--- src/rtl/mtep_pkg.sv ---
// ----------------------------------------------------------------------------
// MIDI track event parser package
// Shared types and constants for the track event parser.
// ----------------------------------------------------------------------------
package mtep_pkg;

  localparam int unsigned InDataW  = 8;
  localparam int unsigned DeltaW   = 28;
  localparam int unsigned ChannelW = 4;
  localparam int unsigned NoteW    = 7;
  localparam int unsigned VelW     = 7;
  localparam int unsigned OutFieldW = DeltaW + ChannelW + NoteW + VelW;
  localparam int unsigned OutDataW = ((OutFieldW + 7) / 8) * 8;
  localparam int unsigned KindW    = 2;
  localparam int unsigned LenW     = 32;
  localparam int unsigned TagCntW  = 3;

  localparam logic [7:0] TrackTag [4] = '{8'h4D, 8'h54, 8'h72, 8'h6B};

  localparam logic [7:0] StatusMeta     = 8'hFF;
  localparam logic [7:0] StatusSysex    = 8'hF0;
  localparam logic [7:0] StatusSysexEsc = 8'hF7;
  localparam logic [3:0] NibNoteOff     = 4'h8;
  localparam logic [3:0] NibNoteOn      = 4'h9;
  localparam logic [3:0] NibProgram     = 4'hC;
  localparam logic [3:0] NibPressure    = 4'hD;

  typedef enum logic [KindW-1:0] {
    KIND_NOTE_OFF = 2'd0,
    KIND_NOTE_ON  = 2'd1,
    KIND_END      = 2'd2
  } kind_e;

  typedef enum logic [9:0] {
    PH_SEARCH   = 10'b00_0000_0001,
    PH_LENGTH   = 10'b00_0000_0010,
    PH_DELTA    = 10'b00_0000_0100,
    PH_STATUS   = 10'b00_0000_1000,
    PH_METATYPE = 10'b00_0001_0000,
    PH_SKIPLEN  = 10'b00_0010_0000,
    PH_SKIP     = 10'b00_0100_0000,
    PH_NOTE1    = 10'b00_1000_0000,
    PH_NOTE2    = 10'b01_0000_0000,
    PH_PENDEND  = 10'b10_0000_0000
  } phase_e;

endpackage

--- src/rtl/midi_track_event_parser_unit.sv ---
// ----------------------------------------------------------------------------
// MIDI track event parser
// Hunts for a track tag, reads the track length and parses events one byte
// per transaction, emitting note-on, note-off and end-of-track results.
// ----------------------------------------------------------------------------
// Each result is registered: it is valid in the cycle after the byte that causes it is taken.
// Throughput: one byte per cycle; the single output register is refilled in
// the same cycle that its result is taken, so only a stalled output holds input.
// Reset: all parser state and the output valid flag clear at once; the parser
// then searches for the track tag.
module midi_track_event_parser_unit (
  input  logic                           clk_i,
  input  logic                           rst_ni,
  input  logic                           s_axis_tvalid,
  output logic                           s_axis_tready,
  // tdata: data_byte[7:0]
  input  logic [mtep_pkg::InDataW-1:0]   s_axis_tdata,
  output logic                           m_axis_tvalid,
  input  logic                           m_axis_tready,
  // tdata: delta_ticks[27:0], channel[31:28], note_number[38:32],
  // velocity[45:39], zero fill[47:46]
  output logic [mtep_pkg::OutDataW-1:0]  m_axis_tdata,
  // tuser: result_kind[1:0]
  output logic [mtep_pkg::KindW-1:0]     m_axis_tuser
);
  import mtep_pkg::*;

  phase_e               phase_q, phase_d;
  logic [TagCntW-1:0]   tag_cnt_q, tag_cnt_d;
  logic [LenW-1:0]      track_len_q, track_len_d;
  logic [LenW-1:0]      consumed_q, consumed_d;
  logic [DeltaW-1:0]    vlq_q, vlq_d;
  logic [DeltaW-1:0]    held_delta_q, held_delta_d;
  logic                 held_kind_q, held_kind_d;
  logic [ChannelW-1:0]  held_chan_q, held_chan_d;
  logic [NoteW-1:0]     held_note_q, held_note_d;
  logic [DeltaW-1:0]    skip_q, skip_d;

  logic                 out_valid_q;
  kind_e                out_kind_q;
  logic [OutDataW-1:0]  out_data_q;

  logic                 accept;
  logic [7:0]           byte_in;
  logic [TagCntW-1:0]   srch_cnt_in;
  logic [TagCntW-1:0]   srch_cnt;
  logic                 srch_done;
  logic [LenW-1:0]      len_shift;
  logic [DeltaW-1:0]    vlq_next;
  logic [DeltaW-1:0]    skip_dec;
  logic [LenW-1:0]      consumed_inc;
  logic                 count_byte;
  logic                 note_out;
  logic                 res_valid;
  kind_e                res_kind;
  logic [OutDataW-1:0]  res_data;
  logic [3:0]           status_hi;

  assign s_axis_tready = !out_valid_q || m_axis_tready;
  assign accept        = s_axis_tvalid && s_axis_tready;
  assign byte_in       = s_axis_tdata;
  assign status_hi     = byte_in[7:4];
  assign len_shift     = {track_len_q[LenW-9:0], byte_in};
  assign vlq_next      = {vlq_q[DeltaW-8:0], byte_in[6:0]};
  assign skip_dec      = (skip_q != '0) ? skip_q - DeltaW'(1) : skip_q;
  assign consumed_inc  = consumed_q + LenW'(1);

  assign srch_cnt_in = (phase_q == PH_PENDEND) ? '0 : tag_cnt_q;

  always_comb begin
    srch_done = 1'b0;
    if (byte_in == TrackTag[srch_cnt_in[1:0]]) begin
      srch_cnt = srch_cnt_in + TagCntW'(1);
      if (srch_cnt_in == TagCntW'(3)) begin
        srch_cnt  = '0;
        srch_done = 1'b1;
      end
    end else begin
      srch_cnt = (byte_in == TrackTag[0]) ? TagCntW'(1) : '0;
    end
  end

  always_comb begin
    phase_d      = phase_q;
    tag_cnt_d    = tag_cnt_q;
    track_len_d  = track_len_q;
    consumed_d   = consumed_q;
    vlq_d        = vlq_q;
    held_delta_d = held_delta_q;
    held_kind_d  = held_kind_q;
    held_chan_d  = held_chan_q;
    held_note_d  = held_note_q;
    skip_d       = skip_q;
    count_byte   = 1'b0;
    note_out     = 1'b0;
    res_valid    = 1'b0;
    res_kind     = KIND_END;
    res_data     = '0;

    unique case (phase_q)
      PH_PENDEND, PH_SEARCH: begin
        res_valid = (phase_q == PH_PENDEND);
        phase_d   = PH_SEARCH;
        tag_cnt_d = srch_cnt;
        if (srch_done) begin
          track_len_d = '0;
          phase_d     = PH_LENGTH;
        end
      end
      PH_LENGTH: begin
        track_len_d = len_shift;
        tag_cnt_d   = tag_cnt_q + TagCntW'(1);
        if (tag_cnt_q == TagCntW'(3)) begin
          tag_cnt_d  = '0;
          consumed_d = '0;
          vlq_d      = '0;
          if (len_shift == '0) begin
            phase_d   = PH_SEARCH;
            res_valid = 1'b1;
          end else begin
            phase_d = PH_DELTA;
          end
        end
      end
      PH_DELTA: begin
        count_byte = 1'b1;
        vlq_d      = vlq_next;
        if (!byte_in[7]) begin
          held_delta_d = vlq_next;
          vlq_d        = '0;
          phase_d      = PH_STATUS;
        end
      end
      PH_STATUS: begin
        count_byte = 1'b1;
        if (byte_in == StatusMeta) begin
          phase_d = PH_METATYPE;
        end else if (byte_in == StatusSysex || byte_in == StatusSysexEsc) begin
          vlq_d   = '0;
          phase_d = PH_SKIPLEN;
        end else if (status_hi == NibNoteOff || status_hi == NibNoteOn) begin
          held_kind_d = (status_hi == NibNoteOn);
          held_chan_d = byte_in[3:0];
          phase_d     = PH_NOTE1;
        end else if (status_hi == NibProgram || status_hi == NibPressure) begin
          skip_d  = DeltaW'(1);
          phase_d = PH_SKIP;
        end else begin
          skip_d  = DeltaW'(2);
          phase_d = PH_SKIP;
        end
      end
      PH_METATYPE: begin
        count_byte = 1'b1;
        vlq_d      = '0;
        phase_d    = PH_SKIPLEN;
      end
      PH_SKIPLEN: begin
        count_byte = 1'b1;
        vlq_d      = vlq_next;
        if (!byte_in[7]) begin
          skip_d  = vlq_next;
          vlq_d   = '0;
          phase_d = (vlq_next == '0) ? PH_DELTA : PH_SKIP;
        end
      end
      PH_SKIP: begin
        count_byte = 1'b1;
        skip_d     = skip_dec;
        if (skip_dec == '0) begin
          vlq_d   = '0;
          phase_d = PH_DELTA;
        end
      end
      PH_NOTE1: begin
        count_byte  = 1'b1;
        held_note_d = byte_in[6:0];
        phase_d     = PH_NOTE2;
      end
      PH_NOTE2: begin
        count_byte = 1'b1;
        note_out   = 1'b1;
        res_valid  = 1'b1;
        res_kind   = held_kind_q ? KIND_NOTE_ON : KIND_NOTE_OFF;
        res_data   = OutDataW'({byte_in[6:0], held_note_q, held_chan_q, held_delta_q});
        vlq_d      = '0;
        phase_d    = PH_DELTA;
      end
      default: begin
        phase_d   = PH_SEARCH;
        tag_cnt_d = '0;
      end
    endcase

    if (count_byte) begin
      consumed_d = consumed_inc;
      if (consumed_inc >= track_len_q) begin
        tag_cnt_d = '0;
        if (note_out) begin
          phase_d = PH_PENDEND;
        end else begin
          phase_d   = PH_SEARCH;
          res_valid = 1'b1;
          res_kind  = KIND_END;
          res_data  = '0;
        end
      end
    end
  end

  always_ff @(posedge clk_i or negedge rst_ni) begin
    if (!rst_ni) begin
      phase_q      <= PH_SEARCH;
      tag_cnt_q    <= '0;
      track_len_q  <= '0;
      consumed_q   <= '0;
      vlq_q        <= '0;
      held_delta_q <= '0;
      held_kind_q  <= 1'b0;
      held_chan_q  <= '0;
      held_note_q  <= '0;
      skip_q       <= '0;
      out_valid_q  <= 1'b0;
    end else begin
      if (accept) begin
        phase_q      <= phase_d;
        tag_cnt_q    <= tag_cnt_d;
        track_len_q  <= track_len_d;
        consumed_q   <= consumed_d;
        vlq_q        <= vlq_d;
        held_delta_q <= held_delta_d;
        held_kind_q  <= held_kind_d;
        held_chan_q  <= held_chan_d;
        held_note_q  <= held_note_d;
        skip_q       <= skip_d;
      end
      if (accept && res_valid) begin
        out_valid_q <= 1'b1;
      end else if (m_axis_tready) begin
        out_valid_q <= 1'b0;
      end
    end
  end

  always_ff @(posedge clk_i) begin
    if (accept && res_valid) begin
      out_kind_q <= res_kind;
      out_data_q <= res_data;
    end
  end

  assign m_axis_tvalid = out_valid_q;
  assign m_axis_tdata  = out_data_q;
  assign m_axis_tuser  = out_kind_q;

`ifndef SYNTHESIS
  a_end_payload_zero: assert property (@(posedge clk_i) disable iff (!rst_ni)
    (m_axis_tvalid && m_axis_tuser == KIND_END) |-> (m_axis_tdata == '0))
    else $error("end-of-track transaction carries a nonzero payload");

  a_pendend_after_note: assert property (@(posedge clk_i) disable iff (!rst_ni)
    (accept && phase_d == PH_PENDEND && phase_q != PH_PENDEND)
      |=> (m_axis_tvalid && m_axis_tuser != KIND_END))
    else $error("pending track end without a note transaction in the output register");

  a_inside_track: assert property (@(posedge clk_i) disable iff (!rst_ni)
    (phase_q == PH_DELTA || phase_q == PH_STATUS || phase_q == PH_METATYPE ||
     phase_q == PH_SKIPLEN || phase_q == PH_SKIP || phase_q == PH_NOTE1 ||
     phase_q == PH_NOTE2) |-> (consumed_q < track_len_q))
    else $error("event parsing continued past the track length");
`endif

endmodule
--- config.mk ---
export PLATFORM = sky130hd
export DESIGN_NAME = midi_track_event_parser_unit
export DESIGN_NICKNAME = d
export VERILOG_FILES = /design/src/rtl/mtep_pkg.sv /design/src/rtl/midi_track_event_parser_unit.sv
export SDC_FILE = /design/constraint.sdc
export NUM_CORES = 1
export LEC_CHECK = 0
export ABC_AREA = 0
export BUFFER_PORTS_ARGS = -buffer_cell sky130_fd_sc_hd__buf_2
export CAP_MARGIN = 10
export CORE_UTILIZATION = 50
export DETAILED_ROUTE_END_ITERATION = 10
export GPL_ROUTABILITY_DRIVEN = 0
export PLACE_DENSITY = 0.67
export SLEW_MARGIN = 20
export SYNTH_ARGS = -nofsm -noshare
export SYNTH_HDL_FRONTEND = slang
export SYNTH_SLANG_ARGS = --single-unit
--- constraint.sdc ---
create_clock -name clk_i -period 10.9 [get_ports clk_i]
set_clock_uncertainty 0.05 [all_clocks]
set_input_delay 0.545 -clock clk_i [delete_from_list [all_inputs] [get_ports clk_i]]
set_output_delay 0.545 -clock clk_i [all_outputs]
set_load 0.05 [all_outputs]
# Yosys cells after proc, flatten, opt, wreduce, memory -nomap -nowiden
# Index checks and enable logic that the tools add are counted.
[totals]
output_inout_bits = 52
elab_cells = 144
in_bits = 12
reg_bits = 217
[op_classes]
reduce_logical = 28
bitwise_logic = 4
n_lt_le_gt_ge = 2
eq_ne = 29
addsub = 4
muxes = 64
[op_table]
columns = ["op", "n"]
rows = [
  ["$mux W48", 3],
  ["$mux W28", 5],
  ["$mux W32", 4],
  ["$mux W21", 5],
  ["$pmux W21 S5", 1],
  ["$pmux W10 S9", 1],
  ["$pmux W28 S3", 1],
  ["$mux W10", 7],
  ["$pmux W32 S2", 1],
  ["$logic_not A28 Y1", 2],
  ["$mux W46", 1],
  ["$mux W8", 5],
  ["$add A32 B1 Y32 const B", 1],
  ["$ge A32 B32 Y1", 1],
  ["$logic_not A32 Y1", 1],
  ["$reduce_bool A28 Y1", 1],
  ["$sub A28 B1 Y28 const B", 1],
  ["$eq A8 B8 Y1 const B", 3],
  ["$mux W3", 7],
  ["$bmux W8 S2", 1],
  ["$eq A4 B4 Y1 const B", 4],
  ["$ne A2 B2 Y1 const B", 8],
  ["$mux W1", 13],
  ["$mux W2", 6],
  ["other kinds (32)", 48],
]

# Logic depth before layout (Yosys ltp)
[logic_depth]
word_depth = 12
mapped_depth = 16
ltp_nobuf = 16

# Worst setup path before layout
# OpenSTA, ideal clock, no wires.
[synth_path]
path_kind = "register to register"
startpoint = "reg consumed_q[2]"
endpoint = "reg out_data_q[0], in the netlist m_axis_tdata[0], enable pin"
required_time_ns = 10.374
setup_time_ns = 0.476
arrival_ns = 4.405
period_less_slack_ns = 4.931
path_slack_ns = 5.969
path_stages_with_launch = 15
n_path_buf = 0
path_cell_list = "dfrtp_1 nand3_1 nor4_2 nand2_1 nor4_1 nand2_1 xnor2_1 ha_1 a2111oi_0 o21ai_0 a31o_2 a21oi_1 a21boi_0 o2111ai_1 and2_1"
[synth_via]
elab_chain_len = 5
[synth_rtl]
columns = ["element", "line", "source"]
rows = [
  ["start: declaration", "midi_track_event_parser_unit.sv:31", "logic [LenW-1:0] consumed_q, consumed_d;"],
  ["start signal: assignment", "midi_track_event_parser_unit.sv:229", "consumed_q <= consumed_d;"],
  ["$add A32 B1 Y32", "midi_track_event_parser_unit.sv:66", "assign consumed_inc = consumed_q + LenW'(1);"],
  ["$ge A32 B32 Y1", "midi_track_event_parser_unit.sv:197", "if (consumed_inc >= track_len_q) begin"],
  ["$mux W1", "midi_track_event_parser_unit.sv:197", ""],
  ["$mux W1", "midi_track_event_parser_unit.sv:195", "if (count_byte) begin"],
  ["$logic_and A1 B1 Y1", "midi_track_event_parser_unit.sv:246", "if (accept && res_valid) begin"],
  ["end signal: assignment", "midi_track_event_parser_unit.sv:248", "out_data_q <= res_data;"],
  ["end: declaration", "midi_track_event_parser_unit.sv:41", "logic [OutDataW-1:0] out_data_q;"],
]
# Every way passes these cells.
# A chain may end at the register's enable or synchronous reset.

# Final worst setup path
[layout_path]
startpoint = "reg consumed_q[2]"
endpoint = "reg out_data_q[25], in the netlist m_axis_tdata[25], enable pin"
# Same word-level chain as after synthesis.

==> metrics.md <==
| Metric | Value |
|---|---|
| Fill cells | 1,944 |
| Buffer depth of the longest clock path | 3 |
| Final setup TNS | 0 ns |
| Drt drc | 0 |
| Vias per std cell | 5.97 |
| Synthesized-area fraction occupied by adder cells | 4.04% |
| Syn Area/Cell | 9.66 µm² |
| Fin util | 57.8% |
| Post-synthesis sequential area ratio | 49.1% |
| Mux cell area share after synthesis | 1.18% |
| Vias | 9,042 |
| Tcrit/Tclk final | 49.4% |
| Post-synth top cells | dfrtp_1 (166), nand2_1 (152), o21ai_0 (97), nor2_1 (82), clkbuf_1 (59) |
| Num CTS Buffers | 25 |
| Area grow syn2layout | 11.9% |
| Routed WL | 27,200 µm |
| EDFF count, synth | 48 |
| GRT Overall Usage | 23.6% |
| Drt first pass iters | 6 |
| MaxCap Viol Count | 0 |
| Layout Cells excl Fill | 1,515 |
| Worst-path maximum fanout | 48 |
| Vias in the first global route | 8,737 |
| Synth Area in Compound Gates | 17.3% |
| Main combinational cell family by area after synthesis | simple AND/OR/NAND/NOR gates |
| Iter 0 DRT Violations | 521 |
| Fin nets | 1,266 |
| Fin area | 12,800 µm² |
| Failing checks | negative hold slack |
| Root Driver | clkbuf_16 |
| Asr flop ratio synth | 77.7% |
| Status | finished with violations |
| Post-Syn Instances | 1,185 |
| Setup crit end kind | register |
| Largest net degree at the start of global routing | 90 |
| Normalized max-slew margin | 29.0% |
| GRT overflow | 0 |
| Power density over the cells | 141 nW/µm² |
| Worst min path class | in2async |
| Die Wd | 153 µm |
| WL per Instance | 18.0 µm |
| Share of cells above drive strength 1 | 12.3% |
| Worst skew pair latency | 0.53 ns |
| Synth Area in XOR/XNOR | 3.14% |
| Port Buf Inserts | 61 |
| Unrepaired setup endpoints after global routing | false |
| Lkg Pwr | 5.63 nW |
| Synth Flop Type | dfrtp_1 |
| First-pass GRT wire length | 45,400 µm |
| Antenna-violating nets left | 0 |
| CTS resizes | 0 |
| Row Count | 54 |
| CTS tree | yes |
| VDD IR max | 0.129 mV |
| Top-count cell post-synth | dfrtp_1 |
| Die Height | 153 µm |
| Yosys top cell by area | dfrtp_1 |
| Max Clk Rate | 186 MHz |
| Post-CTS setup buffers | 0 |
| Core box area | 22,200 µm² |
| CTS H-tree depth | 1 |
| Unique masters post-synth | 71 |
| Fin crit period | 5.38 ns |
| Simple-gate portion of the synthesized area | 21.0% |
| #FFs+latches synth | 215 |
| Placed insts | 1,470 |
| Cts hold-fix bufs | 0 |
| Area share of the largest cell type after synthesis | 36.3% |
| Area of the mapped netlist | 11,400 µm² |
| Worst EP required | 11.06 ns |
| Synth warn | 0 |
| IO Count | 64 |
| Slew @ Worst Pin | 1.06 ns |
| Initial antenna violation count | 0 |
| CP arrival | 5.54 ns |
| Clk sink count | 215 |
| Final Hold Viols | 3 |
| Die ar. | 23,500 µm² |
| Clock-pin slew on the worst setup and hold paths | 0.06 ns |
| Crit path launch type | register |
| Hpwl dp | 18,300 µm |
| CP Class | reg2reg |
| Top cells by area, synth | dfrtp_1 (36%), edfxtp_1 (13%), nand2_1 (5.0%) |
| Max-slew violation count | 0 |
| Initial core utilization | 51.6% |
| # setup viols final | 0 |
| ANT cells | 0 |
| DP Area | 11,900 µm² |
| Hold WS | -0.00976 ns |
[worst max-delay path, cell delays in order (launching register included)]
cell and delay [ns]:
dfrtp_1 0.44, nand3_1 0.16, nor4_2 0.68, nand2_1 0.30
nor4_1 0.65, nand2_1 0.19, xnor2_1 0.16, ha_1 0.29
a2111oi_0 0.39, o21ai_0 0.16, a31o_2 0.27, a21oi_1 0.21
a21boi_0 0.48, o2111ai_1 0.22, and2_4 0.38
[path summary, 6_finish.rpt]
path                                           endpoint                          from  slack [ns]  depth (start not counted)
min                          held_chan_q[2]$_DFFE_PN0P_                        rst_ni       -0.01                          1
min reg2reg                held_delta_q[19]$_DFFE_PN0P_  held_delta_q[19]$_DFFE_PN0P_        0.40                          2
max                          m_axis_tdata[25]$_DFFE_PP_     consumed_q[2]$_DFFE_PN0P_        5.52                         14
max in group asynchronous        skip_q[20]$_DFFE_PN0P_                        rst_ni        9.55                          2
max reg2reg                  m_axis_tdata[25]$_DFFE_PP_     consumed_q[2]$_DFFE_PN0P_        5.52                         14
min in group clk_i            m_axis_tvalid$_DFFE_PN0P_                 s_axis_tvalid        0.21                          2
[per-stage QoR]
stage                     setup WS [ns]  total power [mW]
final                              5.52              1.81
after global routing               4.89              1.87
after CTS                          5.24              1.83
after detailed placement           5.29             0.933
after global placement             5.43             0.931
after floorplan                    5.97             0.902
[layout by cell type (no fill, tap or decap), types with 9 or more instances in the layout]
cell type	netlist	final
nor3_1	35	33
a22o_1	48	48
inv_1	46	46
a21oi_1	46	46
nand3_1	26	26
xnor2_1	26	26
edfxtp_1	48	48
and2_1	54	53
o21ai_0	97	96
a22oi_1	11	11
mux2_2	12	12
xor2_1	15	15
o31ai_1	13	13
nand2b_1	9	9
clkbuf_16	0	25
buf_4	2	12
nor2_1	82	81
nand4_1	24	24
nand2_1	152	152
dfrtp_1	166	166
a32o_1	21	21
buf_2	6	60
nor4_1	21	21
and3_1	13	13
ha_1	37	37
[kinds of logic after synthesis]
| logic type | Yosys count |
|---|---|
| buffers and inverters | 117 |
| AO/OA/AOI/OAI | 290 |
| multiplexers | 12 |
| XOR/XNOR | 41 |
| AND/OR/NAND/NOR | 472 |
| other | 1 |
| adder cells (fa/ha/maj) | 37 |
| flip-flops | 215 |
[area by class of cell]
cell class              instances  area [µm²]  area share [%]
clock inverters                11         203            1.58
well taps                     280         350            2.73
multi-input cells             854        5380            42.0
repair buffers                 74         413            3.22
clock buffers                  34         669            5.22
inverters                      47         176            1.38
flip-flops and latches        215        5620            43.9
[layer usage]
metal / wire length, µm / global-route usage (%)
met5: 0 / 0
met4: 555 / 6.59
met3: 1170 / 2.78
met2: 12800 / 38.7
met1: 12700 / 33.2
[registers in the layout (all words and copies together) (netlist names)]
name and flops:
track_len_q 32, m_axis_tdata 46, held_kind_q 1, tag_cnt_q 3, vlq_q 21, held_chan_q 4, m_axis_tvalid 1, held_note_q 7
held_delta_q 28, phase_q 10, m_axis_tuser 2, skip_q 28, consumed_q 32
[where the power goes]
part	switching [mW]	leakage, nW	internal (mW)
Sequential	0.0143	2.70	0.832
Combinational	0.0488	2.50	0.0222
Clock	0.338	0.425	0.552
No activity file was read; power rests on OpenSTA's default activity.
